[config.mk]
export PLATFORM = sky130hd
export DESIGN_NAME = calendar_date_add_days
export DESIGN_NICKNAME = d
export VERILOG_FILES = /design/src/rtl/cdad_pkg.sv /design/src/rtl/cdad_ctrl.sv /design/src/rtl/cdad_dpath.sv /design/src/rtl/calendar_date_add_days.sv
export SDC_FILE = /design/constraint.sdc
export NUM_CORES = 1
export LEC_CHECK = 0
export ABC_AREA = 1
export BUFFER_PORTS_ARGS = -buffer_cell sky130_fd_sc_hd__buf_2
export CAP_MARGIN = 30
export CORE_MARGIN = 4
export CORE_UTILIZATION = 41
export CTS_CLUSTER_SIZE = 40
export DETAILED_ROUTE_END_ITERATION = 16
export GPL_ROUTABILITY_DRIVEN = 0
export GPL_TIMING_DRIVEN = 0
export PLACE_DENSITY_LB_ADDON = 0.1
export RECOVER_POWER = 100
export SYNTH_ARGS = -nofsm -noshare
export SYNTH_HDL_FRONTEND = slang
export SYNTH_SLANG_ARGS = --single-unit
[constraint.sdc]
create_clock -name clk -period 6.4 [get_ports clk]
set_input_delay 1.92 -clock clk [delete_from_list [all_inputs] [get_ports clk]]
set_output_delay 1.92 -clock clk [all_outputs]
set_load 0.005 [all_outputs]
[src/rtl/cdad_pkg.sv]
// Package for the calendar date adder: shared types, calendar constants
// and month-length helpers. No dependencies; used by every module of the block.
package cdad_pkg;

    localparam int YEAR_W   = 14;
    localparam int MONTH_W  = 4;
    localparam int DAY_W    = 5;
    localparam int OFFSET_W = 17;

    // Working year carries a bias of one 400-year cycle so it never goes negative.
    localparam int YB_W   = 15;
    localparam int MOD_W  = 9;
    localparam int DACC_W = 18;

    localparam logic [YB_W-1:0]    YEAR_BIAS   = 15'd400;
    localparam logic [YB_W-1:0]    YB_LOW_MIN  = 15'd401;
    localparam logic [YB_W-1:0]    YB_HIGH_MAX = 15'd10399;
    localparam logic [MOD_W-1:0]   CYCLE_LAST  = 9'd399;
    localparam logic [MOD_W-1:0]   CENTURY_1   = 9'd100;
    localparam logic [MOD_W-1:0]   CENTURY_2   = 9'd200;
    localparam logic [MOD_W-1:0]   CENTURY_3   = 9'd300;

    localparam logic [MONTH_W-1:0] MON_JAN = 4'd1;
    localparam logic [MONTH_W-1:0] MON_FEB = 4'd2;
    localparam logic [MONTH_W-1:0] MON_APR = 4'd4;
    localparam logic [MONTH_W-1:0] MON_JUN = 4'd6;
    localparam logic [MONTH_W-1:0] MON_SEP = 4'd9;
    localparam logic [MONTH_W-1:0] MON_NOV = 4'd11;
    localparam logic [MONTH_W-1:0] MON_DEC = 4'd12;

    localparam logic [YEAR_W-1:0]  SAT_YEAR_LOW  = 14'd1;
    localparam logic [YEAR_W-1:0]  SAT_YEAR_HIGH = 14'd9999;
    localparam logic [DAY_W-1:0]   SAT_DAY_LOW   = 5'd1;
    localparam logic [DAY_W-1:0]   SAT_DAY_HIGH  = 5'd31;

    typedef struct packed {
        logic load;
        logic step;
        logic publish;
    } cdad_cmd_t;

    typedef struct packed {
        logic done;
    } cdad_status_t;

    // Year modulo 400 by six restoring compare-and-subtract steps.
    function automatic logic [MOD_W-1:0] year_mod400(input logic [YEAR_W-1:0] y);
        logic [YEAR_W-1:0] r;
        r = y;
        if (r >= 14'd12800) r = r - 14'd12800;
        if (r >= 14'd6400)  r = r - 14'd6400;
        if (r >= 14'd3200)  r = r - 14'd3200;
        if (r >= 14'd1600)  r = r - 14'd1600;
        if (r >= 14'd800)   r = r - 14'd800;
        if (r >= 14'd400)   r = r - 14'd400;
        return r[MOD_W-1:0];
    endfunction

    function automatic logic is_leap(input logic [MOD_W-1:0] r);
        return (r[1:0] == 2'b00) && (r != CENTURY_1) && (r != CENTURY_2)
            && (r != CENTURY_3);
    endfunction

    function automatic logic [DAY_W-1:0] month_len(input logic [MONTH_W-1:0] m,
                                                   input logic leap);
        logic [DAY_W-1:0] len;
        case (m)
            MON_FEB: len = leap ? 5'd29 : 5'd28;
            MON_APR, MON_JUN, MON_SEP, MON_NOV: len = 5'd30;
            default: len = 5'd31;
        endcase
        return len;
    endfunction

endpackage

[src/rtl/cdad_ctrl.sv]
// Controller of the calendar date adder: load, step and publish sequencing,
// plus the output valid flag. Depends on cdad_pkg.
module cdad_ctrl
(
    input  logic                  clk,
    input  logic                  rst_n,
    input  logic                  in_valid,
    output logic                  in_ready,
    output logic                  out_valid,
    input  logic                  out_ready,
    output cdad_pkg::cdad_cmd_t    cmd,
    input  cdad_pkg::cdad_status_t status
);

    typedef enum logic [1:0] {
        ST_IDLE = 2'b01,
        ST_STEP = 2'b10
    } state_t;

    state_t state_reg, state_next;
    logic   out_valid_reg, out_valid_next;

    always_comb
    begin
        cmd.load    = in_valid && (state_reg == ST_IDLE);
        cmd.step    = (state_reg == ST_STEP);
        cmd.publish = (state_reg == ST_STEP) && status.done
                      && (!out_valid_reg || out_ready);
    end

    always_comb
    begin
        state_next = state_reg;
        case (state_reg)
            ST_IDLE:
            begin
                if (cmd.load)
                    state_next = ST_STEP;
            end
            ST_STEP:
            begin
                if (cmd.publish)
                    state_next = ST_IDLE;
            end
            default: state_next = ST_IDLE;
        endcase
    end

    always_comb
    begin
        if (cmd.publish)
            out_valid_next = 1'b1;
        else if (out_ready)
            out_valid_next = 1'b0;
        else
            out_valid_next = out_valid_reg;
    end

    always_ff @(posedge clk or negedge rst_n)
    begin
        if (!rst_n)
        begin
            state_reg     <= ST_IDLE;
            out_valid_reg <= 1'b0;
        end
        else
        begin
            state_reg     <= state_next;
            out_valid_reg <= out_valid_next;
        end
    end

    assign in_ready  = (state_reg == ST_IDLE);
    assign out_valid = out_valid_reg;

endmodule

[src/rtl/cdad_dpath.sv]
// Datapath of the calendar date adder: month-by-month day stepper and the
// saturating result register. Depends on cdad_pkg.
module cdad_dpath
(
    input  logic                                   clk,
    input  cdad_pkg::cdad_cmd_t                     cmd,
    output cdad_pkg::cdad_status_t                  status,
    input  logic [cdad_pkg::YEAR_W-1:0]            start_year,
    input  logic [cdad_pkg::MONTH_W-1:0]           start_month,
    input  logic [cdad_pkg::DAY_W-1:0]             start_day,
    input  logic signed [cdad_pkg::OFFSET_W-1:0]   day_offset,
    output logic [cdad_pkg::YEAR_W-1:0]            result_year,
    output logic [cdad_pkg::MONTH_W-1:0]           result_month,
    output logic [cdad_pkg::DAY_W-1:0]             result_day,
    output logic                                   out_of_range
);

    logic [cdad_pkg::YB_W-1:0]           yb_reg, yb_next;
    logic [cdad_pkg::MOD_W-1:0]          ymod_reg, ymod_next;
    logic [cdad_pkg::MONTH_W-1:0]        mon_reg, mon_next;
    logic signed [cdad_pkg::DACC_W-1:0]  dacc_reg, dacc_next;

    logic [cdad_pkg::YEAR_W-1:0]         ryear_reg, ryear_next;
    logic [cdad_pkg::MONTH_W-1:0]        rmon_reg, rmon_next;
    logic [cdad_pkg::DAY_W-1:0]          rday_reg, rday_next;
    logic                                rflag_reg, rflag_next;

    logic                                leap;
    logic [cdad_pkg::MONTH_W-1:0]        mon_prev, mon_clamp;
    logic [cdad_pkg::DAY_W-1:0]          len_cur, len_prev;
    logic signed [cdad_pkg::DACC_W-1:0]  len_cur_s, len_prev_s;
    logic                                over, under;
    logic [cdad_pkg::YB_W-1:0]           year_unbiased;

    always_comb
    begin
        leap       = cdad_pkg::is_leap(ymod_reg);
        mon_prev   = (mon_reg == cdad_pkg::MON_JAN) ? cdad_pkg::MON_DEC
                                                    : mon_reg - 4'd1;
        len_cur    = cdad_pkg::month_len(mon_reg, leap);
        len_prev   = cdad_pkg::month_len(mon_prev, leap);
        len_cur_s  = $signed({13'd0, len_cur});
        len_prev_s = $signed({13'd0, len_prev});
        over       = dacc_reg > len_cur_s;
        under      = dacc_reg < 18'sd1;
        status.done = !over && !under;

        if (start_month == 4'd0)
            mon_clamp = cdad_pkg::MON_JAN;
        else if (start_month > cdad_pkg::MON_DEC)
            mon_clamp = cdad_pkg::MON_DEC;
        else
            mon_clamp = start_month;
    end

    // Month stepper: one month crossed per cycle, forward or backward.
    always_comb
    begin
        yb_next   = yb_reg;
        ymod_next = ymod_reg;
        mon_next  = mon_reg;
        dacc_next = dacc_reg;
        if (cmd.load)
        begin
            yb_next   = {1'b0, start_year} + cdad_pkg::YEAR_BIAS;
            ymod_next = cdad_pkg::year_mod400(start_year);
            mon_next  = mon_clamp;
            dacc_next = $signed({13'd0, start_day})
                        + {{(cdad_pkg::DACC_W-cdad_pkg::OFFSET_W){day_offset[16]}},
                           day_offset};
        end
        else if (cmd.step && over)
        begin
            dacc_next = dacc_reg - len_cur_s;
            if (mon_reg == cdad_pkg::MON_DEC)
            begin
                mon_next  = cdad_pkg::MON_JAN;
                yb_next   = yb_reg + 15'd1;
                ymod_next = (ymod_reg == cdad_pkg::CYCLE_LAST) ? 9'd0 : ymod_reg + 9'd1;
            end
            else
                mon_next = mon_reg + 4'd1;
        end
        else if (cmd.step && under)
        begin
            dacc_next = dacc_reg + len_prev_s;
            mon_next  = mon_prev;
            if (mon_reg == cdad_pkg::MON_JAN)
            begin
                yb_next   = yb_reg - 15'd1;
                ymod_next = (ymod_reg == 9'd0) ? cdad_pkg::CYCLE_LAST : ymod_reg - 9'd1;
            end
        end
    end

    always_comb
    begin
        year_unbiased = yb_reg - cdad_pkg::YEAR_BIAS;
        ryear_next = ryear_reg;
        rmon_next  = rmon_reg;
        rday_next  = rday_reg;
        rflag_next = rflag_reg;
        if (cmd.publish)
        begin
            if (yb_reg < cdad_pkg::YB_LOW_MIN)
            begin
                ryear_next = cdad_pkg::SAT_YEAR_LOW;
                rmon_next  = cdad_pkg::MON_JAN;
                rday_next  = cdad_pkg::SAT_DAY_LOW;
                rflag_next = 1'b1;
            end
            else if (yb_reg > cdad_pkg::YB_HIGH_MAX)
            begin
                ryear_next = cdad_pkg::SAT_YEAR_HIGH;
                rmon_next  = cdad_pkg::MON_DEC;
                rday_next  = cdad_pkg::SAT_DAY_HIGH;
                rflag_next = 1'b1;
            end
            else
            begin
                ryear_next = year_unbiased[cdad_pkg::YEAR_W-1:0];
                rmon_next  = mon_reg;
                rday_next  = dacc_reg[cdad_pkg::DAY_W-1:0];
                rflag_next = 1'b0;
            end
        end
    end

    always_ff @(posedge clk)
    begin
        yb_reg    <= yb_next;
        ymod_reg  <= ymod_next;
        mon_reg   <= mon_next;
        dacc_reg  <= dacc_next;
        ryear_reg <= ryear_next;
        rmon_reg  <= rmon_next;
        rday_reg  <= rday_next;
        rflag_reg <= rflag_next;
    end

    assign result_year  = ryear_reg;
    assign result_month = rmon_reg;
    assign result_day   = rday_reg;
    assign out_of_range = rflag_reg;

endmodule

[src/rtl/calendar_date_add_days.sv]
// Top level of the calendar date adder: stream ports, controller and datapath.
// Depends on cdad_pkg, cdad_ctrl and cdad_dpath.
//
//   Channel  Direction  Payload                                   Handshake
//   s_*      in         tdata: start date and signed day offset   s_tvalid/s_tready
//   m_*      out        tdata: result date; tuser: out_of_range   m_tvalid/m_tready
//
// An item is loaded, then the month stepper in the datapath crosses one month
// per cycle until the day count lies inside the current month, and the result
// is published. Reset clears the controller and the output valid flag; the
// datapath registers need no reset. A stalled result sits in the output
// register, and the next item is accepted meanwhile; only the final publish
// waits for the slot to free.
module calendar_date_add_days
(
    input  logic        clk,
    input  logic        rst_n,
    input  logic        s_tvalid,
    output logic        s_tready,
    input  logic [39:0] s_tdata,   // start_year[13:0], start_month[17:14],
                                   // start_day[22:18], day_offset[39:23]
    output logic        m_tvalid,
    input  logic        m_tready,
    output logic [23:0] m_tdata,   // result_year[13:0], result_month[17:14],
                                   // result_day[22:18], zero pad[23]
    output logic        m_tuser    // out_of_range[0]
);

    cdad_pkg::cdad_cmd_t    cmd;
    cdad_pkg::cdad_status_t status;

    logic [cdad_pkg::YEAR_W-1:0]  result_year;
    logic [cdad_pkg::MONTH_W-1:0] result_month;
    logic [cdad_pkg::DAY_W-1:0]   result_day;
    logic                         out_of_range;

    // The controller owns the handshakes and decides when to load, step and
    // move a finished date into the output register.
    cdad_ctrl u_ctrl
    (
        .clk       (clk),
        .rst_n     (rst_n),
        .in_valid  (s_tvalid),
        .in_ready  (s_tready),
        .out_valid (m_tvalid),
        .out_ready (m_tready),
        .cmd       (cmd),
        .status    (status)
    );

    // The datapath keeps a running day count against the current month and
    // moves one month per cycle until the count falls inside that month.
    cdad_dpath u_dpath
    (
        .clk          (clk),
        .cmd          (cmd),
        .status       (status),
        .start_year   (s_tdata[13:0]),
        .start_month  (s_tdata[17:14]),
        .start_day    (s_tdata[22:18]),
        .day_offset   ($signed(s_tdata[39:23])),
        .result_year  (result_year),
        .result_month (result_month),
        .result_day   (result_day),
        .out_of_range (out_of_range)
    );

    assign m_tdata = {1'b0, result_day, result_month, result_year};
    assign m_tuser = out_of_range;

    // Once an item is taken, the block is busy for at least the next cycle.
    assert property (@(posedge clk) disable iff (!rst_n)
        (s_tvalid && s_tready) |=> !s_tready)
        else $error("input accepted while the previous item was still stepping");

    // A presented result always names a real month and a nonzero day.
    assert property (@(posedge clk) disable iff (!rst_n)
        m_tvalid |-> (m_tdata[17:14] != 4'd0) && (m_tdata[17:14] <= 4'd12)
                     && (m_tdata[22:18] != 5'd0))
        else $error("result month or day out of range");

    // A flagged result is one of the two saturation dates.
    assert property (@(posedge clk) disable iff (!rst_n)
        (m_tvalid && m_tuser) |->
            ((m_tdata[13:0] == 14'd1) && (m_tdata[17:14] == 4'd1)
              && (m_tdata[22:18] == 5'd1))
            || ((m_tdata[13:0] == 14'd9999) && (m_tdata[17:14] == 4'd12)
              && (m_tdata[22:18] == 5'd31)))
        else $error("out_of_range set on a date that is not a saturation limit");

    // An unflagged result lies inside the supported years.
    assert property (@(posedge clk) disable iff (!rst_n)
        (m_tvalid && !m_tuser) |->
            (m_tdata[13:0] != 14'd0) && (m_tdata[13:0] <= 14'd9999))
        else $error("result year outside 1..9999 without out_of_range");

endmodule

==> impl_metrics.csv, run 1 <==
group,metric,value,unit
outcome,status,"completed",
worst_setup_path,end_kind,"flop",
floorplan,dieArea,19340,um2
worst_setup_path,crit_type,"in2reg",
logic_synthesis,synth_cell_types,54,
logic_synthesis,ys_warn_count,0,
sta,fin_crit_sh,92.62,%
sta,slew_headroom,6.749,%
grt,grt_pass1_vias,6074,
power,peakVddDrop,0.1690,mV
final_layout,drive_above_1_share,13.54,%
final_layout,nets,1172,
grt,grt.total_usage,18.95,%
sta,setup_violations,0,
clocking,clockRootBuffer,"clkbuf_16",
floorplan,die_w,139.1,um
grt,antenna_found_initial,0,
logic_synthesis,synth.cell_area,7042,um2
final_layout,largest_register_ffs,18,
sta,fmax,168.7,MHz
logic_synthesis,synth_ff_type,"edfxtp_1",
route,wl_per_cell,14.12,um
clocking,cts_tree,"done",
place,place_ws,-0.1813,ns
grt,grt_first_pass_wirelength,30.45,mm
worst_setup_path,cp-start-kind,"primary input",
worst_setup_path,cp_slowest_stage_delay,0.20,ns
hold_path,hold_class,"reg2reg",
floorplan,start_util,42.16,%
logic_synthesis,synth_seq_cells,73,
clocking,clkTransAtPathRegs,0.06,ns
grt,grt_max_degree,22,
floorplan,chipHeight,139.1,um
power,fin_total_pwr,3610,uW
power,powerDensity,447.1,nW/um2
logic_synthesis,synth_commonest_cells,"nand2_1 (220), inv_1 (131), nor2_1 (111)",
logic_synthesis,avgSynthCellArea,7.099,um2
final_layout,area_growth,14.68,%
clocking,cts.path.max_buffers,2,
sta,hold_viol,0,
clocking,ctsHoldBuffers,0,
final_layout,n_antenna_cell,0,
logic_synthesis,syn_nets,1083,
sta,period_minus_slack,5.928,ns
logic_synthesis,synth_top_area_share,29.85,%
route,viasPerCell,5.165,
sta,finalSetupTns,0,ns
sta,drv_slew,0,
floorplan,core_area,16700,um2
power,p_leak,0.003686,uW
logic_synthesis,synthTopCellsByArea,"edfxtp_1 (30%), nand2_1 (12%), ha_1 (7.6%)",
route,drc,0,
logic_synthesis,netlist_instances,992,
worst_setup_path,path_max_fanout,10,
clocking,clk_latency,0.35,ns
floorplan,pin_count,71,
worst_setup_path,required,6.49,ns
worst_setup_path,slowest_stage,"o21ai_4",
sta,holdWs,0.5563,ns
final_layout,fin_cells,1306,
sta,tightest_slew,1.390,ns
logic_synthesis,seq_area_frac_synth,30.93,%
route,postRouteWirelength,18.44,mm
worst_setup_path,arrival,6.02,ns
worst_setup_path,path_common_cell,"nand2_1",
floorplan,rows,47,
route,vias,6745,
clocking,cts_htree_levels,3,
place,dp_hpwl,14.32,mm
place,io_buffers,69,
place,dp_cells,1285,
logic_synthesis,yosysTopAreaCell,"edfxtp_1",
logic_synthesis,synth_async_sr_flop_share,4.110,%
logic_synthesis,synth_edf_count,70,
route,drt-pass1-iter-count,5,
logic_synthesis,synth.most_common_cell,"nand2_1",
sta,clock_skew,0.006529,ns
sta,fin_ws,0.4722,ns
clocking,cts.sinks,73,
route,drt_iter0_markers,430,
grt,grt_overflow,0,
clocking,cts_made_buffers,9,
route,drtAntennaViolNets,0,
flow_run,cap_violations,0,
==> placed cells by master, fill, tap and decap left out, types with 3 or more instances in the layout <==
| master | count |
|---|---|
| o32ai_1 | 4 |
| o22ai_1 | 8 |
| clkinvlp_4 | 3 |
| o31ai_1 | 6 |
| clkinv_1 | 3 |
| xnor2_1 | 6 |
| inv_1 | 129 |
| inv_2 | 6 |
| nand2_4 | 12 |
| nor2_4 | 3 |
| nand3_1 | 70 |
| ha_1 | 41 |
| nand3b_1 | 4 |
| a21oi_1 | 57 |
| and2_0 | 3 |
| or2_2 | 3 |
| nor4_1 | 5 |
| o21ai_0 | 70 |
| o211ai_1 | 8 |
| buf_4 | 6 |
| nand4_1 | 24 |
| o21ai_1 | 5 |
| buf_2 | 59 |
| nor2_1 | 109 |
| a31oi_1 | 6 |
| clkbuf_16 | 9 |
| nand3_2 | 4 |
| nand2_1 | 218 |
| fa_1 | 4 |
| edfxtp_1 | 70 |
| clkbuf_1 | 29 |
| nor2_2 | 5 |
| nor3_1 | 19 |
| nand2_2 | 19 |
| xor2_1 | 24 |
==> what timing repair did <==
| item | CTS | global route |
|---|---|---|
| setup buffers | 0 | 5 |
| resized for setup | 0 | 16 |
| endpoints found under the setup margin | 0 | 7 |
==> routing by layer <==
layer | track usage [%] | vias to the layer above | part of all wire, %
li1 | - | 3515 | -
met1 | 28.09 | 3064 | 51
met2 | 28.61 | 145 | 43
met3 | 3.103 | 21 | 4.5
met4 | 5.149 | 0 | 1.4
met5 | 0 | - | 0
==> final timing paths <==
check                                    from             endpoint  slack [ns]  cells past startpoint
setup / recovery                  s_tdata[12]  u_dpath.ymod_reg[5]        0.47                     42
hold / removal               u_ctrl.out_valid     u_ctrl.out_valid        0.56                      2
setup reg to reg           u_dpath.mon_reg[0]   u_dpath.yb_reg[13]        0.59                     19
hold reg to reg              u_ctrl.out_valid     u_ctrl.out_valid        0.56                      2
max in group asynchronous               rst_n  u_ctrl.state_reg[0]        4.81                      1
min in group asynchronous               rst_n     u_ctrl.out_valid        1.37                      1
==> through the flow <==
stage          utilization [%]  area [um2]
6_report                 48.35        8075
4_1_cts                  48.25        8059
5_1_grt                  48.35        8075
3_5_place_dp             46.34        7739
3_3_place_gp             45.88        7662
2_1_floorplan                -        7042
==> critical path, delay by kind of cell <==
family	cells	cell delay, ns
AND/OR/NAND/NOR	32	2.83
AO/OA/AOI/OAI	1	0.20
buffers and inverters	6	0.58
adder cells (fa/ha/maj)	3	0.47
==> cell families after synthesis <==
logic type	count (synthesis)	share of synthesized area, %
flip-flops	73	30.93
XOR/XNOR	30	3.731
AND/OR/NAND/NOR	503	33.19
buffers and inverters	159	8.671
other	1	0.05325
adder cells (fa/ha/maj)	47	8.778
AO/OA/AOI/OAI	179	14.64
==> layout make-up <==
class / count / area, um2
multi-input cells: 760 / 4293
fillers: 1752 / 8626
repair buffers: 78 / 395.4
inverters: 139 / 525.5
clock inverters: 7 / 95.09
clock buffers: 9 / 225.2
plain buffers: 20 / 87.58
well taps: 220 / 275.3
flip-flops and latches: 73 / 2178
==> report_power, final <==
part	total (uW)	switching, uW	internal, uW
Sequential	1030	197	831
Combinational	2030	1300	738
Clock	548	207	340
Total	3610	1700	1910
Power figures use the tool's default switching activity.
==> run 2, diff against run 1 <==
--- a/config.mk
+++ b/config.mk
@@ -5,7 +5,7 @@
 export SDC_FILE = /design/constraint.sdc
 export NUM_CORES = 1
 export LEC_CHECK = 0
-export ABC_AREA = 1
+export ABC_AREA = 0
 export BUFFER_PORTS_ARGS = -buffer_cell sky130_fd_sc_hd__buf_2
 export CAP_MARGIN = 30
 export CORE_MARGIN = 4
==> run 2 against run 1 <==
Area after synthesis fell by 0.85%. Worst setup slack got worse by 0.45 ns. Combinational power barely moved. Non-clock buffer count rose by 54. Sequential power barely moved. Total power fell by 0.60%. Design area rose by 6.3%. Critical path depth fell by 15. Via count fell by 3.0%. Clock skew barely moved. First-iteration DRC count fell by 20%. Critical endpoint is now u_dpath.ymod_reg[6]. Largest power group unchanged.
==> impl_metrics.csv, run 2 <==
group,metric,value,unit
floorplan,start_util,41.95,%
place,dp_cells,1102,
clocking,cts_made_buffers,9,
worst_setup_path,worstReg2RegStart,"u_dpath.ymod_reg[2]",
hold_path,min_to,"u_dpath.result_day[0]",
logic_synthesis,avgSynthCellArea,8.619,um2
floorplan,core_area,16640,um2
floorplan,pin_count,71,
sta,setup_violations,0,
grt,grt_max_degree,23,
final_layout,drive_above_1_share,21.43,%
clocking,cts_tree,"done",
clocking,clk_latency,0.34,ns
route,wl_per_cell,16.72,um
place,dp_hpwl,14.28,mm
logic_synthesis,synth_seq_cells,73,
grt,grt_pass1_vias,6159,
sta,tightest_slew,1.032,ns
route,drc,0,
route,drt-pass1-iter-count,5,
grt,grt.total_usage,19.32,%
logic_synthesis,synth_edf_count,70,
worst_setup_path,ff2ff_setup_slack,0.40,ns
power,powerDensity,418.0,nW/um2
final_layout,final_core_util,51.58,%
floorplan,chipHeight,138.5,um
logic_synthesis,synth_cell_types,91,
route,viasPerCell,5.649,
place,io_buffers,68,
final_layout,largest_register_ffs,18,
place,place_area,7709,um2
worst_setup_path,crit_type,"in2reg",
floorplan,rows,47,
hold_path,worstHoldStart,"u_dpath.dacc_reg[0]",
clocking,cts_htree_levels,3,
worst_setup_path,path_max_fanout,7,
grt,grt_first_pass_wirelength,30.84,mm
sta,drv_slew,0,
clocking,clockRootBuffer,"clkbuf_16",
sta,fin_crit_sh,99.60,%
worst_setup_path,r2r-end,"u_dpath.yb_reg[14]",
power,peakVddDrop,0.1549,mV
logic_synthesis,synth_ff_type,"edfxtp_1",
sta,hold_viol,0,
worst_setup_path,reg2reg_depth,30,
floorplan,dieArea,19180,um2
final_layout,final_cell_mix,"nor2_1 (70), edfxtp_1 (70), nand2_1 (61), buf_2 (50), buf_4 (50)",
worst_setup_path,required,6.47,ns
worst_setup_path,end_kind,"flop",
worst_setup_path,cp-start-kind,"primary input",
logic_synthesis,synth_top_area_share,30.11,%
sta,rsz0062_at_grt,"true",
grt,grt_overflow,0,
power,p_leak,0.003200,uW
final_layout,area_growth,22.96,%
logic_synthesis,synth.most_common_cell,"nor2_1",
clocking,ctsHoldBuffers,0,
sta,slew_headroom,31.18,%
logic_synthesis,syn_nets,901,
route,drt_iter0_markers,342,
worst_setup_path,arrival,6.44,ns
route,vias,6542,
final_layout,n_antenna_cell,0,
final_layout,nets,1024,
sta,finalSetupTns,0,ns
sta,fmax,156.9,MHz
final_layout,fin_cells,1158,
logic_synthesis,seq_area_frac_synth,31.20,%
hold_path,hold_class,"reg2reg",
clocking,clkTransAtPathRegs,0.06,ns
logic_synthesis,netlist_instances,810,
floorplan,die_w,138.5,um
route,postRouteWirelength,19.37,mm
route,drtAntennaViolNets,0,
clocking,cts.sinks,73,
flow_run,cap_violations,0,
logic_synthesis,yosysTopAreaCell,"edfxtp_1",
logic_synthesis,synthTopCellsByArea,"edfxtp_1 (30%), ha_1 (7.7%), xnor2_1 (5.9%)",
grt,antenna_found_initial,0,
logic_synthesis,ys_warn_count,0,
final_layout,fin_area,8584,um2
power,fin_total_pwr,3589,uW
hold_path,hold_path_depth,2,
sta,period_minus_slack,6.374,ns
logic_synthesis,synth_commonest_cells,"nor2_1 (71), edfxtp_1 (70), nand2_1 (65)",
sta,clock_skew,0.006252,ns
clocking,cts.path.max_buffers,2,
logic_synthesis,synth.cell_area,6982,um2
outcome,status,"completed",
logic_synthesis,synth_async_sr_flop_share,4.110,%
-- run 2: power breakdown --
part / leakage (uW) / switching [uW] / internal, uW
Clock: 0.000139 / 207 / 305
Combinational: 0.00238 / 1180 / 882
Sequential: 0.000686 / 188 / 825
Total: 0.00320 / 1580 / 2010
-- run 2: per-stage QoR --
stage               hold slack, ns  worst slack, ns
floorplan                   0.5625          -0.1615
global placement            0.6478           -1.408
detailed placement          0.6466           -1.132
CTS                         0.6654        -0.004205
global route                0.6851          -0.1743
finish                      0.6536          0.02553
-- run 2: worst max-delay path by stage --
stage                        start                  end  slack [ns]  cells after the start
6_report               s_tdata[12]  u_dpath.ymod_reg[6]        0.03                     27
5_1_grt                s_tdata[12]  u_dpath.ymod_reg[6]       -0.17                     27
4_1_cts                s_tdata[10]  u_dpath.ymod_reg[6]      -0.004                     27
3_5_place_dp           s_tdata[10]  u_dpath.ymod_reg[6]       -1.13                     28
3_3_place_gp   u_dpath.ymod_reg[7]   u_dpath.yb_reg[12]       -1.41                     18
2_1_floorplan          s_tdata[10]  u_dpath.ymod_reg[6]       -0.16                     26
-- run 2: kinds of logic after synthesis --
group                      synth area share [%]
and+or+nand+nor                           21.22
AOI/OAI and AO/OA                         25.00
buffers and inverters                     4.372
DFF                                       31.20
xor gates and xnor gates                  8.387
adders and majority gates                 8.853
muxes                                    0.9140
other                                   0.05371
-- run 2: timing repair --
action	4_1_cts	5_1_grt
buffers inserted	22	26
setup endpoints to repair	10	9
resized for setup	30	33
pin swaps	21	29
-- run 2: area by class of cell --
type | instances | area [um2]
Sequential cell | 73 | 2178
Multi-Input combinational cell | 659 | 4771
Fill cell | 1559 | 8058
Clock inverter | 7 | 78.83
Tap cell | 220 | 275.3
Inverter | 38 | 142.6
Clock buffer | 9 | 225.2
Timing Repair Buffer | 120 | 769.5
Buffer | 32 | 143.9
-- run 2: metal layers --
| layer | up-vias | share of wire [%] | track usage (%) |
|---|---|---|---|
| li1 | 3251 | - | - |
| met2 | 187 | 47 | 31.04 |
| met3 | 22 | 4.8 | 2.590 |
| met1 | 3082 | 46 | 27.07 |
| met4 | 0 | 1.5 | 6.188 |
| met5 | - | 0 | 0 |
-- run 2: critical path, cell delays in order --
cell      delay (ns)
buf_2           0.12
buf_6           0.13
a21bo_4         0.22
o21a_4          0.14
ha_4            0.19
nor2b_4         0.13
a32oi_2         0.28
and4_4          0.31
a311o_1         0.21
o21ai_4         0.10
a211oi_4        0.28
and2b_1         0.22
o31a_1          0.27
inv_1           0.08
ha_2            0.17
nand3_2         0.07
o211ai_1        0.22
a211oi_2        0.07
o21ai_2         0.25
xnor2_2         0.16
ha_2            0.21
nand2_2         0.05
nand2_2         0.13
o211ai_4        0.10
a21boi_2        0.18
xnor2_1         0.13
o22ai_1         0.10
